[config.mk]
export PLATFORM = sky130hd
export DESIGN_NAME = breathing_envelope_color_roller
export DESIGN_NICKNAME = d
export VERILOG_FILES = /design/src/design/bec_pkg.sv /design/src/design/breathing_envelope_color_roller.sv /design/src/design/bec_div.sv /design/src/design/bec_dp.sv /design/src/design/bec_ctrl.sv
export SDC_FILE = /design/constraint.sdc
export NUM_CORES = 2
export LEC_CHECK = 0
export BUFFER_PORTS_ARGS = -buffer_cell sky130_fd_sc_hd__buf_4
export CORE_MARGIN = 5
export CORE_UTILIZATION = 52
export DETAILED_ROUTE_END_ITERATION = 12
export PLACE_DENSITY = 0.71
export SLEW_MARGIN = 0
export SYNTH_ARGS = -nofsm -noshare
export SYNTH_HDL_FRONTEND = slang
export SYNTH_SLANG_ARGS = --single-unit
[constraint.sdc]
create_clock -name clk -period 7.25 [get_ports clk]
set_input_delay 0.725 -clock clk [delete_from_list [all_inputs] [get_ports clk]]
set_output_delay 0.725 -clock clk [all_outputs]
set_load 0.01 [all_outputs]
[src/design/bec_pkg.sv]
// Shared types, register indexes, the color palette and a divide-by-255 helper for the breathing envelope block.
`default_nettype none
package bec_pkg;

  localparam int unsigned DIV_W  = 32;   // divider dividend / quotient width
  localparam int unsigned DVS_W  = 18;   // divider divisor / remainder width
  localparam int unsigned CFG_AW = 3;
  localparam int unsigned CFG_DW = 16;

  localparam logic [CFG_AW-1:0] CFG_FADE_TIME      = 3'd0;
  localparam logic [CFG_AW-1:0] CFG_HOLD_TIME      = 3'd1;
  localparam logic [CFG_AW-1:0] CFG_OFF_TIME       = 3'd2;
  localparam logic [CFG_AW-1:0] CFG_MIN_LEVEL      = 3'd3;
  localparam logic [CFG_AW-1:0] CFG_MAX_LEVEL      = 3'd4;
  localparam logic [CFG_AW-1:0] CFG_ALT_CHANCE     = 3'd5;
  localparam logic [CFG_AW-1:0] CFG_PALETTE_CHANCE = 3'd6;
  localparam logic [CFG_AW-1:0] CFG_HALF_CHANCE    = 3'd7;

  localparam logic [3:0] PALETTE_LAST = 4'd13;

  typedef struct packed {
    logic [31:0] now_ms;
    logic [6:0]  color_roll;
    logic [6:0]  bright_roll;
    logic        alt_pick;
    logic [3:0]  palette_pick;
  } in_item_t;

  typedef struct packed {
    logic [7:0] level;
    logic [7:0] out_red;
    logic [7:0] out_green;
    logic [7:0] out_blue;
    logic [7:0] out_white;
  } out_item_t;

  // controller -> datapath
  typedef struct packed {
    logic load;
    logic div_start;
    logic div_ramp;
    logic phase_ld;
    logic classify;
    logic mul1;
    logic mul2;
    logic level_ld;
    logic update;
    logic scale;
    logic out_ld;
  } bec_cmd_t;

  // datapath -> controller
  typedef struct packed {
    logic div_done;
    logic need_div;
    logic out_free;
  } bec_sts_t;

  // {red, green, blue}; indexes past the table take the last entry
  function automatic logic [23:0] palette_rgb(input logic [3:0] idx);
    logic [23:0] rgb;
    case (idx)
      4'd0:    rgb = {8'd255, 8'd0,   8'd0};
      4'd1:    rgb = {8'd0,   8'd255, 8'd0};
      4'd2:    rgb = {8'd0,   8'd0,   8'd255};
      4'd3:    rgb = {8'd255, 8'd255, 8'd0};
      4'd4:    rgb = {8'd255, 8'd0,   8'd255};
      4'd5:    rgb = {8'd0,   8'd255, 8'd255};
      4'd6:    rgb = {8'd255, 8'd80,  8'd0};
      4'd7:    rgb = {8'd0,   8'd180, 8'd120};
      4'd8:    rgb = {8'd255, 8'd30,  8'd100};
      4'd9:    rgb = {8'd255, 8'd160, 8'd0};
      4'd10:   rgb = {8'd80,  8'd160, 8'd255};
      4'd11:   rgb = {8'd0,   8'd80,  8'd255};
      4'd12:   rgb = {8'd0,   8'd255, 8'd60};
      default: rgb = {8'd255, 8'd0,   8'd120};
    endcase
    return rgb;
  endfunction

  // floor(x / 255), exact for any x up to 255 * 255
  function automatic logic [7:0] div255(input logic [15:0] x);
    logic [16:0] s;
    s = {1'b0, x} + {9'd0, x[15:8]} + 17'd1;
    return s[15:8];
  endfunction

endpackage
`default_nettype wire

[src/design/breathing_envelope_color_roller.sv]
// Each request runs the shared 32-step divider once for the phase modulo and, on ramp ticks, once
//   more for the ramp quotient; flat and off ticks skip the second run. A new request is accepted
//   only after the previous result has been loaded into the output register.
// A finished result waits in the output register while the next request is accepted.
// Reset (synchronous, rst_n low): config registers take their defaults, color returns to
//   pink at full brightness with the roll flag set, and any pending result is dropped.
`default_nettype none
module breathing_envelope_color_roller (
  input  wire logic                        clk,
  input  wire logic                        rst_n,
  input  wire logic                        in_valid,
  output logic                             in_stall,
  input  wire bec_pkg::in_item_t           in_data,
  output logic                             out_valid,
  input  wire logic                        out_stall,
  output bec_pkg::out_item_t               out_data,
  input  wire logic                        cfg_we,
  input  wire logic [bec_pkg::CFG_AW-1:0]  cfg_index,
  input  wire logic [bec_pkg::CFG_DW-1:0]  cfg_wdata
);

  bec_pkg::bec_cmd_t cmd;
  bec_pkg::bec_sts_t sts;

  bec_ctrl u_ctrl (
    .clk      (clk),
    .rst_n    (rst_n),
    .in_valid (in_valid),
    .in_stall (in_stall),
    .cmd      (cmd),
    .sts      (sts)
  );

  bec_dp u_dp (
    .clk       (clk),
    .rst_n     (rst_n),
    .cmd       (cmd),
    .sts       (sts),
    .in_data   (in_data),
    .cfg_we    (cfg_we),
    .cfg_index (cfg_index),
    .cfg_wdata (cfg_wdata),
    .out_valid (out_valid),
    .out_stall (out_stall),
    .out_data  (out_data)
  );

endmodule
`default_nettype wire

[src/design/bec_div.sv]
// Restoring divider, one quotient bit per cycle.
`default_nettype none
module bec_div (
  input  wire logic                       clk,
  input  wire logic                       rst_n,
  input  wire logic                       start,
  input  wire logic [bec_pkg::DIV_W-1:0]  dividend,
  input  wire logic [bec_pkg::DVS_W-1:0]  divisor,
  output logic                            done,
  output logic [bec_pkg::DIV_W-1:0]       quotient,
  output logic [bec_pkg::DVS_W-1:0]       remainder
);

  localparam int unsigned CNT_W = $clog2(bec_pkg::DIV_W);
  localparam logic [CNT_W-1:0] CNT_LAST = CNT_W'(bec_pkg::DIV_W - 1);

  logic                       busy_r, busy_nxt;
  logic                       done_r, done_nxt;
  logic [CNT_W-1:0]           cnt_r, cnt_nxt;
  logic [bec_pkg::DIV_W-1:0]  quo_r, quo_nxt;
  logic [bec_pkg::DVS_W-1:0]  rem_r, rem_nxt;
  logic [bec_pkg::DVS_W-1:0]  dvs_r, dvs_nxt;
  logic [bec_pkg::DVS_W:0]    shifted;
  logic [bec_pkg::DVS_W:0]    diff;

  assign shifted = {rem_r, quo_r[bec_pkg::DIV_W-1]};
  assign diff    = shifted - {1'b0, dvs_r};

  always_comb begin
    busy_nxt = busy_r;
    done_nxt = 1'b0;
    cnt_nxt  = cnt_r;
    quo_nxt  = quo_r;
    rem_nxt  = rem_r;
    dvs_nxt  = dvs_r;
    if (start) begin
      busy_nxt = 1'b1;
      cnt_nxt  = '0;
      quo_nxt  = dividend;
      rem_nxt  = '0;
      dvs_nxt  = divisor;
    end else if (busy_r) begin
      if (!diff[bec_pkg::DVS_W]) begin
        rem_nxt = diff[bec_pkg::DVS_W-1:0];
        quo_nxt = {quo_r[bec_pkg::DIV_W-2:0], 1'b1};
      end else begin
        rem_nxt = shifted[bec_pkg::DVS_W-1:0];
        quo_nxt = {quo_r[bec_pkg::DIV_W-2:0], 1'b0};
      end
      cnt_nxt = cnt_r + CNT_W'(1);
      if (cnt_r == CNT_LAST) begin
        busy_nxt = 1'b0;
        done_nxt = 1'b1;
      end
    end
  end

  always_ff @(posedge clk) begin
    if (!rst_n) begin
      busy_r <= 1'b0;
      done_r <= 1'b0;
      cnt_r  <= '0;
    end else begin
      busy_r <= busy_nxt;
      done_r <= done_nxt;
      cnt_r  <= cnt_nxt;
    end
  end

  always_ff @(posedge clk) begin
    quo_r <= quo_nxt;
    rem_r <= rem_nxt;
    dvs_r <= dvs_nxt;
  end

  assign done      = done_r;
  assign quotient  = quo_r;
  assign remainder = rem_r;

endmodule
`default_nettype wire

[src/design/bec_dp.sv]
// Datapath: config registers, phase and ramp math, color roller, output register.
`default_nettype none
module bec_dp (
  input  wire logic                        clk,
  input  wire logic                        rst_n,
  input  wire bec_pkg::bec_cmd_t           cmd,
  output bec_pkg::bec_sts_t                sts,
  input  wire bec_pkg::in_item_t           in_data,
  input  wire logic                        cfg_we,
  input  wire logic [bec_pkg::CFG_AW-1:0]  cfg_index,
  input  wire logic [bec_pkg::CFG_DW-1:0]  cfg_wdata,
  output logic                             out_valid,
  input  wire logic                        out_stall,
  output bec_pkg::out_item_t               out_data
);

  // config
  logic [15:0] fade_r, hold_r, off_r;
  logic [7:0]  min_r, max_r;
  logic [6:0]  alt_r, pal_r, hchance_r;

  // state
  logic        rolled_r;
  logic [7:0]  red_r, green_r, blue_r, white_r;
  logic        half_bright_r;
  logic        out_valid_r;

  // per-request working registers
  bec_pkg::in_item_t  req_r;
  logic [17:0]        phase_r;
  logic [14:0]        t_r;
  logic [22:0]        prod_r;
  logic [23:0]        num_r;
  logic [7:0]         level_r;
  logic [15:0]        p_red_r, p_green_r, p_blue_r, p_white_r;
  bec_pkg::out_item_t out_r;

  // divider hookup
  logic [bec_pkg::DIV_W-1:0] div_dividend, div_quo;
  logic [bec_pkg::DVS_W-1:0] div_divisor, div_rem;
  logic                      div_done;

  logic [14:0] half;
  logic [17:0] cycle_len, half_ext, hold_lim, down_lim, k;
  logic [14:0] k_clamp, t_down;
  logic        cls_need;
  logic [14:0] cls_t;
  logic [7:0]  cls_level;
  logic [7:0]  alt_plus_pal;
  logic [23:0] pal;
  logic [7:0]  q_red, q_green, q_blue, q_white;

  assign half      = fade_r[15:1];
  assign cycle_len = {2'b0, fade_r} + {2'b0, hold_r} + {2'b0, off_r};
  assign half_ext  = {3'b0, half};
  assign hold_lim  = half_ext + {2'b0, hold_r};
  assign down_lim  = {2'b0, fade_r} + {2'b0, hold_r};
  assign k         = phase_r - hold_lim;
  assign k_clamp   = (k > half_ext) ? half : k[14:0];
  assign t_down    = half - k_clamp;

  always_comb begin
    cls_need  = 1'b0;
    cls_t     = '0;
    cls_level = '0;
    if (phase_r < half_ext) begin
      cls_need = 1'b1;
      cls_t    = phase_r[14:0];
    end else if (phase_r < hold_lim) begin
      cls_level = max_r;
    end else if (phase_r < down_lim) begin
      if (half == '0) begin
        cls_level = min_r;
      end else begin
        cls_need = 1'b1;
        cls_t    = t_down;
      end
    end
  end

  assign div_dividend = cmd.div_ramp ? {8'd0, num_r} : req_r.now_ms;
  assign div_divisor  = cmd.div_ramp ? half_ext : cycle_len;

  bec_div u_div (
    .clk       (clk),
    .rst_n     (rst_n),
    .start     (cmd.div_start),
    .dividend  (div_dividend),
    .divisor   (div_divisor),
    .done      (div_done),
    .quotient  (div_quo),
    .remainder (div_rem)
  );

  assign alt_plus_pal = {1'b0, alt_r} + {1'b0, pal_r};
  assign pal          = bec_pkg::palette_rgb(req_r.palette_pick);

  assign q_red   = bec_pkg::div255(p_red_r);
  assign q_green = bec_pkg::div255(p_green_r);
  assign q_blue  = bec_pkg::div255(p_blue_r);
  assign q_white = bec_pkg::div255(p_white_r);

  // config and control state
  always_ff @(posedge clk) begin
    if (!rst_n) begin
      fade_r        <= 16'd3000;
      hold_r        <= 16'd2000;
      off_r         <= 16'd5000;
      min_r         <= 8'd10;
      max_r         <= 8'd255;
      alt_r         <= 7'd10;
      pal_r         <= 7'd5;
      hchance_r     <= 7'd10;
      rolled_r      <= 1'b1;
      red_r         <= 8'd255;
      green_r       <= 8'd0;
      blue_r        <= 8'd170;
      white_r       <= 8'd0;
      half_bright_r <= 1'b0;
      out_valid_r   <= 1'b0;
    end else begin
      if (cfg_we) begin
        case (cfg_index)
          bec_pkg::CFG_FADE_TIME:      fade_r    <= cfg_wdata;
          bec_pkg::CFG_HOLD_TIME:      hold_r    <= cfg_wdata;
          bec_pkg::CFG_OFF_TIME:       off_r     <= cfg_wdata;
          bec_pkg::CFG_MIN_LEVEL:      min_r     <= cfg_wdata[7:0];
          bec_pkg::CFG_MAX_LEVEL:      max_r     <= cfg_wdata[7:0];
          bec_pkg::CFG_ALT_CHANCE:     alt_r     <= cfg_wdata[6:0];
          bec_pkg::CFG_PALETTE_CHANCE: pal_r     <= cfg_wdata[6:0];
          bec_pkg::CFG_HALF_CHANCE:    hchance_r <= cfg_wdata[6:0];
          default: ;
        endcase
      end
      if (cmd.update) begin
        if (level_r != 8'd0) begin
          rolled_r <= 1'b0;
        end else if (!rolled_r) begin
          rolled_r <= 1'b1;
          if ({1'b0, req_r.color_roll} < {1'b0, alt_r}) begin
            if (!req_r.alt_pick) begin
              red_r <= 8'd30; green_r <= 8'd0; blue_r <= 8'd180; white_r <= 8'd0;
            end else begin
              red_r <= 8'd0; green_r <= 8'd0; blue_r <= 8'd0; white_r <= 8'd255;
            end
          end else if ({1'b0, req_r.color_roll} < alt_plus_pal) begin
            red_r   <= pal[23:16];
            green_r <= pal[15:8];
            blue_r  <= pal[7:0];
            white_r <= 8'd0;
          end else begin
            red_r <= 8'd255; green_r <= 8'd0; blue_r <= 8'd170; white_r <= 8'd0;
          end
          half_bright_r <= (req_r.bright_roll < hchance_r);
        end
      end
      if (cmd.out_ld) begin
        out_valid_r <= 1'b1;
      end else if (!out_stall) begin
        out_valid_r <= 1'b0;
      end
    end
  end

  // payload
  always_ff @(posedge clk) begin
    if (cmd.load) begin
      req_r <= in_data;
    end
    if (cmd.phase_ld) begin
      phase_r <= (cycle_len == '0) ? '0 : div_rem;
    end
    if (cmd.classify) begin
      t_r     <= cls_t;
      level_r <= cls_level;
    end
    if (cmd.mul1) begin
      prod_r <= {15'd0, min_r} * {8'd0, (half - t_r)};
    end
    if (cmd.mul2) begin
      num_r <= {1'b0, prod_r} + ({16'd0, max_r} * {9'd0, t_r});
    end
    if (cmd.level_ld) begin
      level_r <= div_quo[7:0];
    end
    if (cmd.scale) begin
      p_red_r   <= {8'd0, red_r} * {8'd0, level_r};
      p_green_r <= {8'd0, green_r} * {8'd0, level_r};
      p_blue_r  <= {8'd0, blue_r} * {8'd0, level_r};
      p_white_r <= {8'd0, white_r} * {8'd0, level_r};
    end
    if (cmd.out_ld) begin
      out_r.level     <= level_r;
      out_r.out_red   <= half_bright_r ? {1'b0, q_red[7:1]} : q_red;
      out_r.out_green <= half_bright_r ? {1'b0, q_green[7:1]} : q_green;
      out_r.out_blue  <= half_bright_r ? {1'b0, q_blue[7:1]} : q_blue;
      out_r.out_white <= half_bright_r ? {1'b0, q_white[7:1]} : q_white;
    end
  end

  assign sts.div_done = div_done;
  assign sts.need_div = cls_need;
  assign sts.out_free = !out_valid_r || !out_stall;

  assign out_valid = out_valid_r;
  assign out_data  = out_r;

endmodule
`default_nettype wire

[src/design/bec_ctrl.sv]
// Controller: sequences one request through modulo, ramp math, roll and scaling.
`default_nettype none
module bec_ctrl (
  input  wire logic               clk,
  input  wire logic               rst_n,
  input  wire logic               in_valid,
  output logic                    in_stall,
  output bec_pkg::bec_cmd_t       cmd,
  input  wire bec_pkg::bec_sts_t  sts
);

  typedef enum logic [3:0] {
    S_IDLE,
    S_MOD_GO,
    S_MOD_WAIT,
    S_CLASS,
    S_MUL1,
    S_MUL2,
    S_RAMP_GO,
    S_RAMP_WAIT,
    S_UPDATE,
    S_SCALE,
    S_EMIT
  } state_t;

  state_t state_r, state_nxt;

  always_comb begin
    state_nxt = state_r;
    cmd       = '0;
    case (state_r)
      S_IDLE: begin
        if (in_valid) begin
          cmd.load  = 1'b1;
          state_nxt = S_MOD_GO;
        end
      end
      S_MOD_GO: begin
        cmd.div_start = 1'b1;
        state_nxt     = S_MOD_WAIT;
      end
      S_MOD_WAIT: begin
        if (sts.div_done) begin
          cmd.phase_ld = 1'b1;
          state_nxt    = S_CLASS;
        end
      end
      S_CLASS: begin
        cmd.classify = 1'b1;
        state_nxt    = sts.need_div ? S_MUL1 : S_UPDATE;
      end
      S_MUL1: begin
        cmd.mul1  = 1'b1;
        state_nxt = S_MUL2;
      end
      S_MUL2: begin
        cmd.mul2  = 1'b1;
        state_nxt = S_RAMP_GO;
      end
      S_RAMP_GO: begin
        cmd.div_start = 1'b1;
        cmd.div_ramp  = 1'b1;
        state_nxt     = S_RAMP_WAIT;
      end
      S_RAMP_WAIT: begin
        cmd.div_ramp = 1'b1;
        if (sts.div_done) begin
          cmd.level_ld = 1'b1;
          state_nxt    = S_UPDATE;
        end
      end
      S_UPDATE: begin
        cmd.update = 1'b1;
        state_nxt  = S_SCALE;
      end
      S_SCALE: begin
        cmd.scale = 1'b1;
        state_nxt = S_EMIT;
      end
      S_EMIT: begin
        if (sts.out_free) begin
          cmd.out_ld = 1'b1;
          state_nxt  = S_IDLE;
        end
      end
      default: state_nxt = S_IDLE;
    endcase
  end

  always_ff @(posedge clk) begin
    if (!rst_n) begin
      state_r <= S_IDLE;
    end else begin
      state_r <= state_nxt;
    end
  end

  assign in_stall = (state_r != S_IDLE);

endmodule
`default_nettype wire

### Word-level counts from Yosys, hierarchy flattened

Memory sizes are Yosys's and may differ from the RTL's. A register that Yosys moved wholly into a read port is not among the register bits.
Index checks and enable logic that the tools add are counted.

* bits in registers: 442
* bits in read-only memories: 384
* bits of input ports: 75
* output and inout bits: 42
* word-level logic and storage cells: 193
* memories: 1

Memory list
* (no name shown): words 16, width 24, rd ports 1, clocked after memory_dff 1, wr ports 0, line bec_pkg.sv:62 `case (idx)`

* add/subtract/negate cells: 18
* $mul: 6
* $lt $le $gt $ge: 7
* equality and inequality tests: 23
* multiplexer cells: 63
* bitwise gates (word level): 4
* reductions and logical operators: 25

Operators with widths (number)
* 2-to-1 mux 8 bit: 15
* 2-to-1 mux 32 bit: 3
* 2-to-1 mux 15 bit: 6
* adder 16 x 1 -> 16 bit, second input constant: 4
* adder 16 x 8 -> 16 bit: 4
* multiplier 8 x 8 -> 16 bit: 4
* multiplier 8 x 15 -> 23 bit: 2
* one-hot mux 4 bit (11 select lines): 1
* less-than comparator 18 bit: 2
* subtractor 15 bit: 2
* 2-to-1 mux 7 bit: 4
* 2-to-1 mux 1 bit: 26
* adder 23 x 23 -> 24 bit: 1
* 2-to-1 mux 4 bit: 6
* subtractor 19 x 18 -> 19 bit: 1
* adder 17 x 16 -> 18 bit: 1
* greater-than comparator 18 x 15 -> 1 bit: 1
* zero test 18 bit: 1
* less-than comparator 18 x 15 -> 1 bit: 1
* 2-to-1 mux 18 bit: 1
* subtractor 18 bit: 1
* adder 15 x 16 -> 17 bit: 1
* adder 16 x 16 -> 17 bit: 1
* equality test 4 x 3 -> 1 bit, second input constant: 4
* 28 further kinds: 53

### Logic depth before layout (Yosys ltp)

* word-level depth: 9
* mapped depth: 43
* depth with buffers taken out: 41

### Hierarchy

A second synthesis with hierarchy kept.

* cell total of the unflattened synthesis: 4129
* area, all modules: 39925.8 um^2

Modules (own cells, without submodules)
* bec_dp: times used 1, cells each 3705, area an instance 35370.2 um^2, seq. area each 9699.3 um^2
* bec_div: times used 1, cells each 369, area an instance 4137.7 um^2, seq. area each 2001.9 um^2
* bec_ctrl: times used 1, cells each 55, area an instance 417.9 um^2, seq. area each 80.1 um^2

### Worst setup path after synthesis

Ideal clock, no wire load.

* kind: flip-flop to flip-flop
* from: register u_dp.fade_r[1]
* to: register u_dp.t_r[14], data pin
* setup time: 0.260 ns
* arrival time: 7.135 ns
* required time: 6.990 ns
* slack: -0.145 ns
* cell stages (with the launch flop): 41
* buffers on the path: 2
* clock period less this slack: 7.395 ns
* cells stage by stage: dfxtp_1 -> ha_1 -> inv_1 -> fa_1 -> nor2b_1 -> o21ai_0 -> nand2b_1 -> a21o_1 -> a21o_1 -> a31oi_1 -> o21bai_1 -> a21oi_1 -> xor2_1 -> ha_1 -> and2_1 -> o2111ai_1 -> a21oi_2 -> o31ai_1 -> [... 5 more ...] -> nand4_1 -> a21o_1 -> buf_6 -> buf_8 -> o21ai_1 -> ha_1 -> inv_1 -> fa_1 -> a21o_1 -> a21oi_1 -> o21ai_0 -> a21oi_1 -> o21bai_1 -> a41o_1 -> o41ai_1 -> o21ai_0 -> xnor2_1 -> o21ai_0

* cells in the longest elaborated chain, start to end: 9
* elaborated cells on any way between the ends: 14
* classes of those cells: add/sub (4); order compare (4); mux (5); reduce/logical (1)

RTL lines
* start, declared: line bec_dp.sv:18 `logic [15:0] fade_r, hold_r, off_r;`
* start signal, assigned: line bec_dp.sv:124 `bec_pkg::CFG_FADE_TIME: fade_r <= cfg_wdata;`
* adder 15 x 16 -> 17 bit: line bec_dp.sv:56 `assign hold_lim = half_ext + {2'b0, hold_r};`
* subtractor 18 bit: line bec_dp.sv:58 `assign k = phase_r - hold_lim;`
* greater-than comparator 18 x 15 -> 1 bit: line bec_dp.sv:59 `assign k_clamp = (k > half_ext) ? half : k[14:0];`
* 2-to-1 mux 15 bit: line bec_dp.sv:59
* subtractor 15 bit: line bec_dp.sv:60 `assign t_down = half - k_clamp;`
* 2-to-1 mux 15 bit: line bec_dp.sv:72 `if (half == '0) begin`
* 2-to-1 mux 15 bit: line bec_dp.sv:71 `end else if (phase_r < down_lim) begin`
* 2-to-1 mux 15 bit: line bec_dp.sv:69 `end else if (phase_r < hold_lim) begin`
* 2-to-1 mux 15 bit *: line bec_dp.sv:66 `if (phase_r < half_ext) begin`
* via u_dp.cls_t[14]: line bec_dp.sv:47 `logic [14:0] cls_t;`
* end signal, assigned: line bec_dp.sv:174 `t_r <= cls_t;`
* end, declared: line bec_dp.sv:31 `logic [14:0] t_r;`

Mark *: on every way through the listed nets, which the timed path passes. The rest lies on a longest branch.
A chain may end at the register's enable or synchronous reset.

### Final worst setup path

* from: register u_dp.fade_r[1]
* to: register u_dp.t_r[12], data pin

Same word-level chain as after synthesis.

==> results.cfg <==
[route]
met1_length_mm = 39.5
dr.pass1.iters = 5
dr_wl_met2_mm = 42.9
dr_wl_met3_mm = 6.45
avgRoutedWirePerCell_um = 17.4
wl_mm = 91.7
avgViaCountPerCell = 5.54
drc = 0
final_antenna_net_count = 0
num_vias = 29100
drt_iter0_markers = 1879
top_layer = met5

[worst_setup_path]
crit_path_start = u_dp.fade_r[1]
r2r_start = u_dp.fade_r[1]
r2r_end = u_dp.t_r[12]
ff2ff_path_depth = 39
critical_path.top_delay_family = compound AO/OA/AOI/OAI gates
slowest_stage = fa_2
cp.required_ns = 7.61
crit_buf_inv = 3
crit_path_max_incr_delay_ns = 0.38
arrival_ns = 7.45
worst-r2r-setup-slack_ns = 0.16
path_class = reg2reg
critical_path.startpoint_type = flip-flop
cp-end-kind = flip-flop
cp_max_fo = 4
crit_top_cell = a21o_1

[clock_tree]
clock_latency_ns = 0.62
htree_levels = 2
cts_hold_buf = 0
cts_made_buffers = 50
cts-root-buf = clkbuf_16
cts_tree = built
cts_num_sinks = 442
clk_pin_slew_worst_paths_ns = 0.06
max-clock-path-buffers = 3

[timing]
slew_headroom_pct = 25.0
fmax_ghz = 0.141
rsz0062_at_grt = yes
hold_viol_final = 0
tightest_slew_ns = 1.12
setup_ws_ns = 0.157
period_share_pct = 97.8
final.min_clock_period_ns = 7.09
finalClockSkew_ns = 0.0205
setup_violations = 0
finalMaxSlewViolations = 0

[floorplanning]
core.rowCount = 100
dieWidth_um = 285
die_height_um = 285
io-pin-count = 117
core_region_area_um2 = 74600
start_util_pct = 52.6
die_area_um2 = 81000

[min_path]
min_path_cells = 1
worstHoldPathType = in2reg
hp-start = in_data[32]
hold_path_end = u_dp.req_r[32]

[synthesis]
seq_area_frac_synth_pct = 30.1
syn_area_um2 = 39200
synth-seq-cells = 442
ys_async_sr_fraction_pct = 0
yosysWarnings = 0
syn_nets = 4959
avgSynthCellArea_um2 = 9.51
synth_edf_count = 293
syn_inst = 4120
synthFlopType = edfxtp_1
ys_types = 82

[final_layout]
final_nets = 5088
drive_above_1_share_pct = 9.48
finalInstanceArea_um2 = 43500
area_delta_synth_final_pct = 11.0
final_common_cell = nand2_1
final_cells = 5261
final_cell_mix = nand2_1, inv_1, ha_1

[power_and_ir_drop]
leakagePower_uw = 0.0200
power.density_nw_per_um2 = 203
max-vdd-ir-drop_mv = 0.165

[flow_run]
max-cap-violations = 0

[placement]
gp_congestion = 0.899
dpl-instance-area_um2 = 41300
dp_hpwl_mm = 70.8
dp_slack_ns = -0.186
dpl.cell_count = 5138
io_buffers = 116

[global_routing]
grt_pass1_vias = 28600
grt-ovfl-total = 0
grt_use_total_pct = 22.4
grt_first_pass_wirelength_mm = 149
grt_max_degree = 65
antenna_found_initial = 3

[run_status]
status = complete, no violations
-- logic make-up (layout without fill, tap and decap cells) --
| logic type | Yosys count | count (layout) | share of synthesized area, % |
|---|---|---|---|
| other cells | 0 | 1 | 0 |
| flops | 442 | 442 | 30.1 |
| mux | 45 | 45 | 1.20 |
| xor+xnor | 209 | 209 | 4.67 |
| compound gates | 696 | 696 | 11.3 |
| fa+ha+maj | 764 | 764 | 30.5 |
| buf+inv | 665 | 836 | 6.49 |
| simple gates | 1299 | 1299 | 15.8 |
-- power breakdown --
group	leakage, uW	switching (uW)	internal, uW
combinational	0.0152	1690	1400
sequential	0.00390	130	2970
clock	0.000870	1100	1550
-- cells in the mapped netlist, drive strengths merged (33+ instances only) --
cell      n  area share, %
nor2    188            1.8
edfxtp  293             22
xor2     69            1.5
nand3    82            1.0
nand2   565            5.4
xnor2   140            3.1
o21a     46           0.88
a21o     75            1.4
ha      446             14
a21oi   239            3.1
fa      318             16
nor3     51           0.65
mux2i    39            1.0
a31oi    33           0.53
dfxtp   149            7.6
clkbuf  117            1.1
inv     533            5.1
nor2b    43           0.71
nand2b   44           0.70
and2    223            3.6
o21ai   141            1.8
-- cell type report --
cell class	count	area, um^2
Clock inverter	20	169
Antenna cell	1	2.50
Multi-Input combinational cell	3013	25200
Clock buffer	74	1570
Timing Repair Buffer	209	1580
Sequential cell	442	11800
Tap cell	969	1210
Inverter	533	2000
Fill cell	6307	31100
-- stage by stage --
step	hold WS [ns]	utilization, %	TNS (ns)	total power (uW)
global placement	0.419	55.4	-0.0163	6040
CTS	0.258	58.0	0	8820
floorplan	0.410	-	0	5450
global route	0.256	58.3	-0.662	9390
finish	0.285	58.4	0	8830
detailed placement	0.423	55.4	-0.395	6110
-- layer usage --
layer  up-vias  global-route usage [%]
li1      14000                       -
met1     14100                    30.1
met2       847                    37.4
met3       191                    4.07
met4         4                    6.17
met5         -                       0
-- worst max-delay path by stage --
| stage | slack [ns] | endpoint | cells past startpoint |
|---|---|---|---|
| after global placement | -0.02 | u_dp.t_r[14] | 39 |
| after floorplan | 0.005 | u_dp.t_r[14] | 41 |
| final | 0.16 | u_dp.t_r[12] | 39 |
| after CTS | 0.005 | u_dp.t_r[12] | 39 |
| after detailed placement | -0.19 | u_dp.t_r[14] | 38 |
| after global routing | -0.20 | u_dp.t_r[13] | 38 |
-- registers in the layout, indices dropped and copies added, names as in the netlist, 13 cells and up --
name	flops
u_dp.num_r	24
u_dp.t_r	15
u_dp.p_white_r	16
u_dp.u_div.dvs_r	18
u_dp.p_green_r	16
u_dp.hold_r	16
u_dp.u_div.quotient	32
u_dp.off_r	16
u_dp.pal	13
u_dp.u_div.remainder	18
u_dp.out_data	40
u_dp.prod_r	23
u_dp.p_blue_r	16
u_dp.phase_r	18
u_dp.req_r	51
u_dp.fade_r	16
u_dp.p_red_r	16
-- timing repair --
action                     4_1_cts  5_1_grt
pin swaps                       17       43
setup buffers                   23       10
gates resized for setup         16       51
setup endpoints to repair        3       11
hold endpoints to repair         0        0
-- worst register-to-register path, delay by kind of cell (launching register included) --
kind,cells,cell delay [ns]
adders and majority gates,6,1.70
and+or+nand+nor,5,0.59
buffers and inverters,3,0.26
xor gates and xnor gates,3,0.49
DFF,1,0.36
AOI/OAI and AO/OA,22,3.46
Power figures use the tool's default switching activity.
